===== src/rtl/uartfr_pkg.sv =====
`timescale 1ns / 1ps
`default_nettype none
// ============================================================================
// uartfr_pkg
// Shared types and constants of the UART receive line and packet framer.
// ============================================================================
package uartfr_pkg;

    localparam int unsigned DEFAULT_STORE_BYTES = 64;
    localparam int unsigned RUN_LIMIT           = 64;

    localparam int unsigned BYTE_W     = 8;
    localparam int unsigned CNT_W      = 7;
    localparam int unsigned KIND_W     = 2;
    localparam int unsigned CFG_IDX_W  = 2;
    localparam int unsigned CFG_DATA_W = 7;

    localparam int unsigned QUEUE_DEPTH = 2;
    localparam int unsigned QPTR_W      = $clog2(QUEUE_DEPTH);
    localparam int unsigned QCNT_W      = $clog2(QUEUE_DEPTH + 1);

    localparam logic [BYTE_W-1:0] LINE_FEED = 8'h0A;

    localparam logic [CFG_IDX_W-1:0] REG_FRAMING_MODE = 2'd0;
    localparam logic [CFG_IDX_W-1:0] REG_PACKET_SIZE  = 2'd1;

    localparam logic [KIND_W-1:0] KIND_PACKET   = 2'd0;
    localparam logic [KIND_W-1:0] KIND_LINE     = 2'd1;
    localparam logic [KIND_W-1:0] KIND_OVERFLOW = 2'd2;

    localparam logic [CNT_W-1:0] PACKET_SIZE_RESET = 7'd8;
    localparam logic [CNT_W-1:0] PACKET_SIZE_MIN   = 7'd2;

    typedef struct packed {
        logic [BYTE_W-1:0] data;
        logic              is_lf;
    } q_item_t;

    typedef enum logic [3:0] {
        ST_IDLE  = 4'b0001,
        ST_CHECK = 4'b0010,
        ST_PUSH  = 4'b0100,
        ST_TAIL  = 4'b1000
    } back_state_t;

endpackage
`default_nettype wire


===== src/rtl/uartfr_front.sv =====
`timescale 1ns / 1ps
`default_nettype none
// ============================================================================
// uartfr_front
// Accepts received bytes, marks line feeds and holds them in a short queue
// for the framing engine.
// ============================================================================
module uartfr_front
(
    input  wire logic                          clk,
    input  wire logic                          rst_n,
    input  wire logic                          in_valid,
    output logic                               in_ready,
    input  wire logic [uartfr_pkg::BYTE_W-1:0] rx_byte,
    output logic                               q_valid,
    output uartfr_pkg::q_item_t                q_item,
    input  wire logic                          q_pop
);
    import uartfr_pkg::*;

    q_item_t             q_mem [QUEUE_DEPTH];
    logic [QPTR_W-1:0]   wr_ptr_reg;
    logic [QPTR_W-1:0]   wr_ptr_next;
    logic [QPTR_W-1:0]   rd_ptr_reg;
    logic [QPTR_W-1:0]   rd_ptr_next;
    logic [QCNT_W-1:0]   count_reg;
    logic [QCNT_W-1:0]   count_next;
    logic                push;
    q_item_t             new_item;

    localparam logic [QPTR_W-1:0] PTR_LAST = QPTR_W'(QUEUE_DEPTH - 1);
    localparam logic [QCNT_W-1:0] CNT_FULL = QCNT_W'(QUEUE_DEPTH);

    assign in_ready = (count_reg != CNT_FULL);
    assign push     = in_valid && in_ready;
    assign q_valid  = (count_reg != '0);
    assign q_item   = q_mem[rd_ptr_reg];

    always_comb
    begin
        new_item.data  = rx_byte;
        new_item.is_lf = (rx_byte == LINE_FEED);
    end

    always_comb
    begin
        wr_ptr_next = wr_ptr_reg;
        rd_ptr_next = rd_ptr_reg;
        count_next  = count_reg;
        if (push)
        begin
            wr_ptr_next = (wr_ptr_reg == PTR_LAST) ? '0 : wr_ptr_reg + 1'b1;
        end
        if (q_pop)
        begin
            rd_ptr_next = (rd_ptr_reg == PTR_LAST) ? '0 : rd_ptr_reg + 1'b1;
        end
        case ({push, q_pop})
            2'b10:   count_next = count_reg + 1'b1;
            2'b01:   count_next = count_reg - 1'b1;
            default: count_next = count_reg;
        endcase
    end

    always_ff @(posedge clk or negedge rst_n)
    begin
        if (!rst_n)
        begin
            wr_ptr_reg <= '0;
            rd_ptr_reg <= '0;
            count_reg  <= '0;
        end
        else
        begin
            wr_ptr_reg <= wr_ptr_next;
            rd_ptr_reg <= rd_ptr_next;
            count_reg  <= count_next;
        end
    end

    always_ff @(posedge clk)
    begin
        if (push)
        begin
            q_mem[wr_ptr_reg] <= new_item;
        end
    end

endmodule
`default_nettype wire


===== src/rtl/uartfr_back.sv =====
`timescale 1ns / 1ps
`default_nettype none
// ============================================================================
// uartfr_back
// Framing engine: byte store, line and packet window bookkeeping, checksum
// test and emission of runs through an output register.
// ============================================================================
module uartfr_back
#(
    parameter int unsigned STORE_BYTES = uartfr_pkg::DEFAULT_STORE_BYTES
)
(
    input  wire logic                              clk,
    input  wire logic                              rst_n,
    input  wire logic                              q_valid,
    input  wire uartfr_pkg::q_item_t               q_item,
    output logic                                   q_pop,
    output logic                                   out_valid,
    input  wire logic                              out_ready,
    output logic [uartfr_pkg::BYTE_W-1:0]          out_byte,
    output logic                                   last,
    output logic [uartfr_pkg::KIND_W-1:0]          kind,
    input  wire logic                              cfg_valid,
    output logic                                   cfg_ready,
    input  wire logic [uartfr_pkg::CFG_IDX_W-1:0]  cfg_index,
    input  wire logic [uartfr_pkg::CFG_DATA_W-1:0] cfg_data
);
    import uartfr_pkg::*;

    localparam int unsigned IDX_W  = $clog2(STORE_BYTES);
    localparam int unsigned SLOT_W = ((IDX_W > CNT_W) ? IDX_W : CNT_W) + 1;
    localparam int unsigned CAP    = (STORE_BYTES < RUN_LIMIT) ? STORE_BYTES : RUN_LIMIT;
    localparam logic [CNT_W-1:0]  CAP_C      = CNT_W'(CAP);
    localparam logic [CNT_W-1:0]  CAP_LINE   = CNT_W'(CAP - 1);
    localparam logic [IDX_W-1:0]  SLOT_LAST  = IDX_W'(STORE_BYTES - 1);
    localparam logic [SLOT_W-1:0] SLOT_COUNT = SLOT_W'(STORE_BYTES);

    logic [BYTE_W-1:0] store_mem [STORE_BYTES];
    logic [BYTE_W-1:0] rd_data_reg;

    back_state_t       state_reg,   state_next;
    logic [CNT_W-1:0]  fill_reg,    fill_next;
    logic [IDX_W-1:0]  oldest_reg,  oldest_next;
    logic [BYTE_W-1:0] sum_reg,     sum_next;
    logic [IDX_W-1:0]  ptr_reg,     ptr_next;
    logic [CNT_W-1:0]  remain_reg,  remain_next;
    logic              run_line_reg, run_line_next;
    logic              marker_reg,  marker_next;
    logic              mode_reg,    mode_next;
    logic [CNT_W-1:0]  psize_reg,   psize_next;
    logic              out_valid_reg, out_valid_next;
    logic [BYTE_W-1:0] out_byte_reg,  out_byte_next;
    logic              last_reg,      last_next;
    logic [KIND_W-1:0] kind_reg,      kind_next;

    logic              out_free;
    logic              wr_en;
    logic [SLOT_W-1:0] slot_sum;
    logic [IDX_W-1:0]  wr_slot;
    logic [CNT_W-1:0]  psize_eff;
    logic [CNT_W-1:0]  fill_inc;

    assign cfg_ready = 1'b1;
    assign out_valid = out_valid_reg;
    assign out_byte  = out_byte_reg;
    assign last      = last_reg;
    assign kind      = kind_reg;
    assign out_free  = !out_valid_reg || out_ready;
    assign fill_inc  = fill_reg + 1'b1;

    always_comb
    begin
        if (psize_reg < PACKET_SIZE_MIN)
        begin
            psize_eff = PACKET_SIZE_MIN;
        end
        else if (psize_reg > CAP_C)
        begin
            psize_eff = CAP_C;
        end
        else
        begin
            psize_eff = psize_reg;
        end
    end

    always_comb
    begin
        slot_sum = SLOT_W'(oldest_reg) + SLOT_W'(fill_reg);
        if (slot_sum >= SLOT_COUNT)
        begin
            wr_slot = IDX_W'(slot_sum - SLOT_COUNT);
        end
        else
        begin
            wr_slot = IDX_W'(slot_sum);
        end
    end

    always_comb
    begin
        state_next     = state_reg;
        fill_next      = fill_reg;
        oldest_next    = oldest_reg;
        sum_next       = sum_reg;
        ptr_next       = ptr_reg;
        remain_next    = remain_reg;
        run_line_next  = run_line_reg;
        marker_next    = marker_reg;
        mode_next      = mode_reg;
        psize_next     = psize_reg;
        out_valid_next = out_valid_reg && !out_ready;
        out_byte_next  = out_byte_reg;
        last_next      = last_reg;
        kind_next      = kind_reg;
        q_pop          = 1'b0;
        wr_en          = 1'b0;

        case (state_reg)
            ST_IDLE:
            begin
                ptr_next = oldest_reg;
                if (q_valid)
                begin
                    q_pop = 1'b1;
                    if (!mode_reg)
                    begin
                        if (q_item.is_lf)
                        begin
                            remain_next   = fill_reg;
                            run_line_next = 1'b1;
                            marker_next   = 1'b0;
                            fill_next     = '0;
                            oldest_next   = '0;
                            sum_next      = '0;
                            state_next    = (fill_reg == '0) ? ST_TAIL : ST_PUSH;
                        end
                        else if (fill_reg >= CAP_LINE)
                        begin
                            marker_next = 1'b1;
                            fill_next   = '0;
                            oldest_next = '0;
                            sum_next    = '0;
                            state_next  = ST_TAIL;
                        end
                        else
                        begin
                            wr_en     = 1'b1;
                            fill_next = fill_inc;
                        end
                    end
                    else
                    begin
                        wr_en     = 1'b1;
                        fill_next = fill_inc;
                        sum_next  = sum_reg + q_item.data;
                        if (fill_inc >= psize_eff)
                        begin
                            state_next = ST_CHECK;
                        end
                    end
                end
            end
            ST_CHECK:
            begin
                if (sum_reg != '0)
                begin
                    sum_next    = sum_reg - rd_data_reg;
                    oldest_next = (oldest_reg == SLOT_LAST) ? '0 : oldest_reg + 1'b1;
                    fill_next   = fill_reg - 1'b1;
                    state_next  = ST_IDLE;
                end
                else if (rd_data_reg == '0)
                begin
                    fill_next   = '0;
                    oldest_next = '0;
                    sum_next    = '0;
                    state_next  = ST_IDLE;
                end
                else
                begin
                    remain_next   = psize_eff;
                    run_line_next = 1'b0;
                    fill_next     = '0;
                    oldest_next   = '0;
                    sum_next      = '0;
                    state_next    = ST_PUSH;
                end
            end
            ST_PUSH:
            begin
                if (out_free)
                begin
                    out_valid_next = 1'b1;
                    out_byte_next  = rd_data_reg;
                    kind_next      = run_line_reg ? KIND_LINE : KIND_PACKET;
                    last_next      = !run_line_reg && (remain_reg == 7'd1);
                    if (remain_reg == 7'd1)
                    begin
                        state_next = run_line_reg ? ST_TAIL : ST_IDLE;
                    end
                    else
                    begin
                        remain_next = remain_reg - 1'b1;
                        ptr_next    = (ptr_reg == SLOT_LAST) ? '0 : ptr_reg + 1'b1;
                    end
                end
            end
            ST_TAIL:
            begin
                if (out_free)
                begin
                    out_valid_next = 1'b1;
                    out_byte_next  = marker_reg ? '0 : LINE_FEED;
                    kind_next      = marker_reg ? KIND_OVERFLOW : KIND_LINE;
                    last_next      = 1'b1;
                    state_next     = ST_IDLE;
                end
            end
            default:
            begin
                state_next = ST_IDLE;
            end
        endcase

        if (cfg_valid)
        begin
            case (cfg_index)
                REG_FRAMING_MODE:
                begin
                    mode_next   = cfg_data[0];
                    fill_next   = '0;
                    oldest_next = '0;
                    sum_next    = '0;
                end
                REG_PACKET_SIZE:
                begin
                    psize_next  = cfg_data;
                    fill_next   = '0;
                    oldest_next = '0;
                    sum_next    = '0;
                end
                default:
                begin
                end
            endcase
        end
    end

    always_ff @(posedge clk or negedge rst_n)
    begin
        if (!rst_n)
        begin
            state_reg     <= ST_IDLE;
            fill_reg      <= '0;
            oldest_reg    <= '0;
            sum_reg       <= '0;
            ptr_reg       <= '0;
            remain_reg    <= '0;
            run_line_reg  <= 1'b0;
            marker_reg    <= 1'b0;
            mode_reg      <= 1'b0;
            psize_reg     <= PACKET_SIZE_RESET;
            out_valid_reg <= 1'b0;
        end
        else
        begin
            state_reg     <= state_next;
            fill_reg      <= fill_next;
            oldest_reg    <= oldest_next;
            sum_reg       <= sum_next;
            ptr_reg       <= ptr_next;
            remain_reg    <= remain_next;
            run_line_reg  <= run_line_next;
            marker_reg    <= marker_next;
            mode_reg      <= mode_next;
            psize_reg     <= psize_next;
            out_valid_reg <= out_valid_next;
        end
    end

    always_ff @(posedge clk)
    begin
        out_byte_reg <= out_byte_next;
        last_reg     <= last_next;
        kind_reg     <= kind_next;
    end

    always_ff @(posedge clk)
    begin
        if (wr_en)
        begin
            store_mem[wr_slot] <= q_item.data;
        end
        rd_data_reg <= store_mem[ptr_next];
    end

    a_fill_bound: assert property (@(posedge clk) disable iff (!rst_n)
        fill_reg <= CAP_C)
        else $error("byte count exceeds run cap");

    a_line_origin: assert property (@(posedge clk) disable iff (!rst_n)
        !mode_reg |-> (oldest_reg == '0))
        else $error("line mode window does not start at slot zero");

    a_packet_idle_fill: assert property (@(posedge clk) disable iff (!rst_n)
        (mode_reg && (state_reg == ST_IDLE)) |-> (fill_reg < psize_eff))
        else $error("full packet window left unchecked");

    a_kind_mode: assert property (@(posedge clk) disable iff (!rst_n)
        out_valid_reg |-> ((kind_reg == KIND_PACKET) == mode_reg))
        else $error("result kind disagrees with framing mode");

endmodule
`default_nettype wire


===== src/rtl/uart_rx_line_and_packet_framer.sv =====
`timescale 1ns / 1ps
`default_nettype none
// ============================================================================
// uart_rx_line_and_packet_framer
// Frames received UART bytes into line-feed ended text lines or checksummed
// fixed-length binary packets.
//
//   channel  direction  handshake              payload
//   in       to block   in_valid / in_ready    rx_byte
//   out      from block out_valid / out_ready  out_byte, last, kind
//   cfg      to block   cfg_valid / cfg_ready  cfg_index, cfg_data
//
// A byte that fills a packet window passes through a check state, for the
// read of the oldest byte from the single-read store.
// A run of n bytes then leaves at one byte per cycle, barring output stalls.
// A two-item queue takes up to two items while the engine emits; in_ready
// drops when it is full.
// Reset clears all control state; store contents need no clearing.
// ============================================================================
module uart_rx_line_and_packet_framer
#(
    parameter int unsigned STORE_BYTES = uartfr_pkg::DEFAULT_STORE_BYTES
)
(
    input  wire logic                              clk,
    input  wire logic                              rst_n,
    input  wire logic                              in_valid,
    output logic                                   in_ready,
    input  wire logic [uartfr_pkg::BYTE_W-1:0]     rx_byte,
    output logic                                   out_valid,
    input  wire logic                              out_ready,
    output logic [uartfr_pkg::BYTE_W-1:0]          out_byte,
    output logic                                   last,
    output logic [uartfr_pkg::KIND_W-1:0]          kind,
    input  wire logic                              cfg_valid,
    output logic                                   cfg_ready,
    input  wire logic [uartfr_pkg::CFG_IDX_W-1:0]  cfg_index,
    input  wire logic [uartfr_pkg::CFG_DATA_W-1:0] cfg_data
);
    import uartfr_pkg::*;

    logic    q_valid;
    q_item_t q_item;
    logic    q_pop;

    uartfr_front u_front
    (
        .clk      (clk),
        .rst_n    (rst_n),
        .in_valid (in_valid),
        .in_ready (in_ready),
        .rx_byte  (rx_byte),
        .q_valid  (q_valid),
        .q_item   (q_item),
        .q_pop    (q_pop)
    );

    uartfr_back #(
        .STORE_BYTES (STORE_BYTES)
    ) u_back
    (
        .clk       (clk),
        .rst_n     (rst_n),
        .q_valid   (q_valid),
        .q_item    (q_item),
        .q_pop     (q_pop),
        .out_valid (out_valid),
        .out_ready (out_ready),
        .out_byte  (out_byte),
        .last      (last),
        .kind      (kind),
        .cfg_valid (cfg_valid),
        .cfg_ready (cfg_ready),
        .cfg_index (cfg_index),
        .cfg_data  (cfg_data)
    );

endmodule
`default_nettype wire

===== config.mk =====
export PLATFORM = sky130hd
export DESIGN_NAME = uart_rx_line_and_packet_framer
export DESIGN_NICKNAME = d
export VERILOG_FILES = /design/src/rtl/uartfr_pkg.sv /design/src/rtl/uartfr_front.sv /design/src/rtl/uartfr_back.sv /design/src/rtl/uart_rx_line_and_packet_framer.sv
export SDC_FILE = /design/constraint.sdc
export NUM_CORES = 1
export LEC_CHECK = 0
export BUFFER_PORTS_ARGS = -buffer_cell sky130_fd_sc_hd__buf_2
export CAP_MARGIN = 40
export CORE_AREA = 3 3 259 261
export CTS_CLUSTER_DIAMETER = 40
export CTS_CLUSTER_SIZE = 30
export DETAILED_ROUTE_END_ITERATION = 7
export DIE_AREA = 0 0 262 264
export HOLD_SLACK_MARGIN = 0.08
export PLACE_DENSITY = 0.64
export SLEW_MARGIN = 0
export SYNTH_ARGS = -nofsm -noshare
export SYNTH_HDL_FRONTEND = slang
export SYNTH_SLANG_ARGS = --single-unit

===== constraint.sdc =====
create_clock -name clk -period 4.1 [get_ports clk]
set_input_delay 0 -clock clk [delete_from_list [all_inputs] [get_ports clk]]
set_output_delay 0 -clock clk [all_outputs]
set_load 0.01 [all_outputs]

======== Word-level counts from Yosys, hierarchy flattened ========
Memory sizes are Yosys's and may differ from the RTL's. A register that Yosys moved wholly into a read port is not among the register bits.
Cells that the tools add are included.
storage, ports and cells
  register bits after elaboration ......... 64
  bits in writable memories ............... 530
  input bits .............................. 22
  output and inout port bits .............. 14
  word-level logic and storage cells ...... 176
  memories kept ........................... 2
memories
  name              depth  width  read ports  clocked after memory_dff  write ports  line                RTL
  u_back.store_mem  64     8      1           1                         1            uartfr_back.sv:38   logic [BYTE_W-1:0] store_mem [STORE_BYTES];
  u_front.q_mem     2      9      1           0                         1            uartfr_front.sv:21  q_item_t q_mem [QUEUE_DEPTH];
cells by class
  add/subtract/negate cells ............... 13
  order comparisons ....................... 5
  equality and inequality tests ........... 23
  multiplexer cells ....................... 89
  bitwise logic cells ..................... 1
  reduce and logical (&&, ||, !) cells .... 26
operators with widths
  kind                   count
  $mux W7                16
  $mux W6                12
  $mux W8                9
  $mux W4                12
  $pmux W8 S2            2
  $mux W1                25
  $pmux W6 S2            2
  $pmux W7 S3            1
  $pmux W4 S4            1
  $ne A2 B2 Y1 const B   7
  $pmux W7 S2            1
  $sub A7 B1 Y7 const B  2
  $add A6 B1 Y6 const B  2
  $eq A6 B6 Y1 const B   2
  $reduce_and A6 Y1      2
  $reduce_bool A2 Y1     5
  $add A6 B7 Y8          1
  $add A8 B8 Y8          1
  $eq A8 B4 Y1 const B   1
  $ge A8 B7 Y1 const B   1
  $logic_not A8 Y1       1
  $pmux W2 S2            2
  $reduce_and A8 Y1      1
  $reduce_bool A8 Y1     1
  other kinds (34)       47

======== Logic depth before layout (Yosys ltp) ========
  depth after elaboration ................. 8
  gate-level depth with buffers ........... 17
  mapped depth without buffers ............ 13

======== Cells and area by module ========
Synthesis repeated with hierarchy kept, for this count alone.
unflattened totals
  cell total of the unflattened synthesis .. 1903
  area, all modules ....................... 25375.6 µm²
by module, submodules not included
  module        times used  cells an instance  area each (µm²)  seq. area each (µm²)
  uartfr_back   1           1856               24519.8          17093.9
  uartfr_front  1           47                 855.8            640.6

======== Worst setup path after synthesis ========
Ideal clock, no wire load.
  path type ............................... register to register
  from .................................... register u_front.rd_ptr_reg
  to ...................................... register u_back.sum_reg[7]
  library setup time ...................... 120 ps
  arrival ................................. 3289 ps
  data required time ...................... 3980 ps
  slack ................................... 692 ps
  stages on the path, launching flop included .. 13
  buffers on the path ..................... 1
  period minus slack after synthesis ...... 3408 ps
  cell sequence ........................... dfrtp_1 > clkbuf_1 > mux2_2 > ha_1 > a21o_1 > a21oi_1 > nor2b_1 > o21a_1 > o41ai_1 > xnor2_1 > nand3_1 > a221o_1 > and3_1
RTL lines
  item                      line                RTL
  start: declaration        uartfr_front.sv:24  logic [QPTR_W-1:0] rd_ptr_reg;
  start signal: assignment  uartfr_front.sv:76  rd_ptr_reg <= rd_ptr_next;
  end signal: assignment    uartfr_back.sv:271  sum_reg <= sum_next;
  end: declaration          uartfr_back.sv:44   logic [BYTE_W-1:0] sum_reg, sum_next;

======== Final worst setup path ========
  from .................................... register u_back.state_reg[2]
  to ...................................... register u_back.rd_data_reg[7] (read register of u_back.store_mem)
on the way
  longest elaborated chain between the ends .. 2
  elaborated cells on any way between the ends .. 3
  those cells by class .................... eq/ne: 2; mux: 1
ends and longest elaborated chain
  item                                                 line                RTL
  start: declaration                                   uartfr_back.sv:41   back_state_t state_reg, state_next;
  start signal: assignment                             uartfr_back.sv:268  state_reg <= state_next;
  $eq A4 B3 Y1 / $eq A4 B1 Y1 (equally long branches)  uartfr_back.sv:119  case (state_reg)
  $pmux W6 S2 *                                        uartfr_back.sv:119
  end: declaration                                     uartfr_back.sv:39   logic [BYTE_W-1:0] rd_data_reg;
Every way passes the cells marked *; elsewhere a longest branch is shown, timed or not.
A chain may end at the register's enable or synchronous reset.

==> flow_summary.json <==
{
  "post-route-period-util": 0.969,
  "yosysWarnings": 0,
  "cts_buffers": 84,
  "postCtsSetupRepairBufs": 0,
  "status": "finished clean",
  "drtAntennaViolNets": 0,
  "crit_arrival_ns": 4.50,
  "cp_max_fo": 13,
  "avgRoutedWirePerCell_um": 23.0,
  "yosys.area.top_type_share": 0.629,
  "wl_mm": 70.1,
  "initialDrtViolationCount": 2239,
  "worstMarginPinSlew_ns": 0.899,
  "slew_headroom": 0.398,
  "peakVddDrop_v": 0.000627,
  "cts_sinks": 602,
  "skew_ns": 0.0270,
  "grt_pass1_vias": 17000,
  "grt_overflow_total": 0,
  "min_period_ns": 3.97,
  "dpl.cell_count": 2860,
  "io_pins": 36,
  "ys_seq_area_frac": 0.686,
  "fin_nets": 2179,
  "die-area_um2": 69200,
  "clockBufferDepth": 3,
  "cp_cell_sequence": "or4b_1 -> buf_4 -> a211oi_1 -> buf_4 -> a21oi_1 -> a211oi_4 -> inv_2 -> buf_4 -> nor2_1 -> buf_4 -> nand3_1 -> a31oi_1 -> nor4_1 -> and3_1",
  "final_core_util": 0.474,
  "synth.area.top_cells": "edfxtp_1 (63%), dfrtp_1 (4.9%), nand2_1 (4.3%)",
  "layout_commonest_cell": "edfxtp_1",
  "synth-seq-cells": 602,
  "syn-num-nets": 2059,
  "routed_via_density": 5.78,
  "top_register": "u_back.store_mem",
  "root_buffer": "clkbuf_16",
  "die_height_um": 264,
  "cts_tree": "yes",
  "slowest_delay_ns": 0.59,
  "gp_congestion": 0.888,
  "cpLargestDelayFamily": "compound AO/OA/AOI/OAI gates",
  "crit_required_ns": 4.63,
  "num_rows": 93,
  "rsz0062_at_grt": "no",
  "cpMaxStageDelayCell": "a31oi_1",
  "r2r_slack_ns": 0.13,
  "min-delay-path-class": "in2reg",
  "drc": 0,
  "fp.dieW_um": 262,
  "dpl_cell_area_um2": 27300,
  "initial_core_util": 0.399,
  "worstSetupPathType": "reg2reg",
  "fin_setup_tns_ns": 0,
  "grt_usage": 0.202,
  "synth.avg_cell_area_um2": 12.9,
  "critPathBufInv": 5,
  "synth_flop_cell": "edfxtp_1",
  "cpMostUsedCell": "buf_4",
  "grt_max_degree": 104,
  "clock.fmax_mhz": 252,
  "ys_async_sr_fraction": 0.0880,
  "setup_viol": 0,
  "ys_types": 71,
  "post-route-cell-area_um2": 30600,
  "netlist_area_um2": 25800,
  "synth_top_cell_by_area": "edfxtp_1",
  "worstSkewPairLatency_ns": 0.64,
  "final_hold_viol_count": 0,
  "p_leak_nw": 11.1,
  "clk_pin_slew_ns": 0.06,
  "syn_inst": 2000,
  "layout_common_cells": "edfxtp_1 (541), nand2_1 (295), nor2_1 (150)",
  "dr.pass1.iters": 6,
  "maxCapViolCount": 0,
  "route.vias.total": 17600,
  "htree_levels": 3,
  "final_cells": 3048,
  "drv_slew": 0,
  "dpl.hpwl_mm": 43.1,
  "crit_path_start_kind": "flop",
  "grt_pass1_wl_mm": 106,
  "critPathCaptureType": "flop",
  "largest_reg_flops": 512,
  "drive_above_1_share": 0.144,
  "antenna_found_initial": 1,
  "io_buffers": 34,
  "core_um2": 64700,
  "top_regs": "u_back.store_mem x512, u_front.q_mem x18",
  "synth_edf_count": 541,
  "area_growth_pct": 18.6,
  "power_density_nw_per_um2": 714
}
cells by family (layout without fill, tap and decap cells):
logic type	after synthesis	in the layout	synth area share
flops	602	602	0.686
xor+xnor	32	32	0.0108
other cells	1	2	0.000145
simple gates	744	744	0.131
fa+ha+maj	37	37	0.0188
compound gates	375	375	0.101
buf+inv	150	342	0.0275
mux	59	59	0.0238
stage by stage:
stage	setup WS (ns)	power, W	hold WS (ns)
2_1_floorplan	0.692	0.0116	-0.296
3_3_place_gp	0.283	0.0142	0.181
3_5_place_dp	0.174	0.0143	0.192
4_1_cts	0.145	0.0219	0.0875
5_1_grt	0.0110	0.0228	0.102
6_report	0.127	0.0219	0.117
cell type report:
type                            instances  area, µm²
Antenna cell                            1       2.50
Sequential cell                       602      17700
Timing Repair Buffer                  159       1320
Clock inverter                         66        815
Inverter                               25       98.8
Fill cell                            5598      34100
Tap cell                              855       1070
Multi-Input combinational cell       1248       7430
Clock buffer                           92       2170
cells in the mapped netlist (19+ instances only):
master and count:
ha_1 34, clkbuf_1 76, nand3_1 136, inv_1 22, mux2i_1 40, edfxtp_1 541, dfrtp_1 51, a21oi_1 72
a31oi_1 60, and3_1 79, o2111ai_1 32, a211oi_1 67, o21ai_0 27, xnor2_1 22, nand2_1 295, nor3_1 19
mux2_2 19, nor2_1 150
power breakdown:
group / internal, W / leakage [nW] / switching (W)
registers: 0.00780 / 5.62 / 0.000375
clock network: 0.00457 / 1.46 / 0.00299
logic: 0.00198 / 3.98 / 0.00416
total: 0.0143 / 11.1 / 0.00753
per-layer routing:
layer,vias to the layer above,track usage,part of all wire
met4,0,0.0755,0.034
met3,158,0.0402,0.087
met5,-,0,0
met2,851,0.325,0.48
li1,7878,-,-
met1,8722,0.271,0.40
final timing paths:
| kind | end | cells past startpoint | startpoint |
|---|---|---|---|
| max in group asynchronous | u_back.sum_reg[5] | 4 | rst_n |
| max reg2reg | u_back.rd_data_reg[7] | 14 | u_back.state_reg[2] |
| min reg2reg | u_front.count_reg[1] | 1 | u_front.count_reg[1] |
| min in group asynchronous | u_back.marker_reg | 4 | rst_n |
| max | u_back.rd_data_reg[7] | 14 | u_back.state_reg[2] |
| min | u_front.q_mem[1][4] | 2 | rx_byte[3] |
what timing repair did:
| action | CTS | global route |
|---|---|---|
| setup endpoints to repair | 0 | 2 |
| hold buffers | 29 | 0 |
| hold endpoints to repair | 125 | 0 |
| gates resized for setup | 0 | 2 |
No activity file was read; power rests on OpenSTA's default activity.
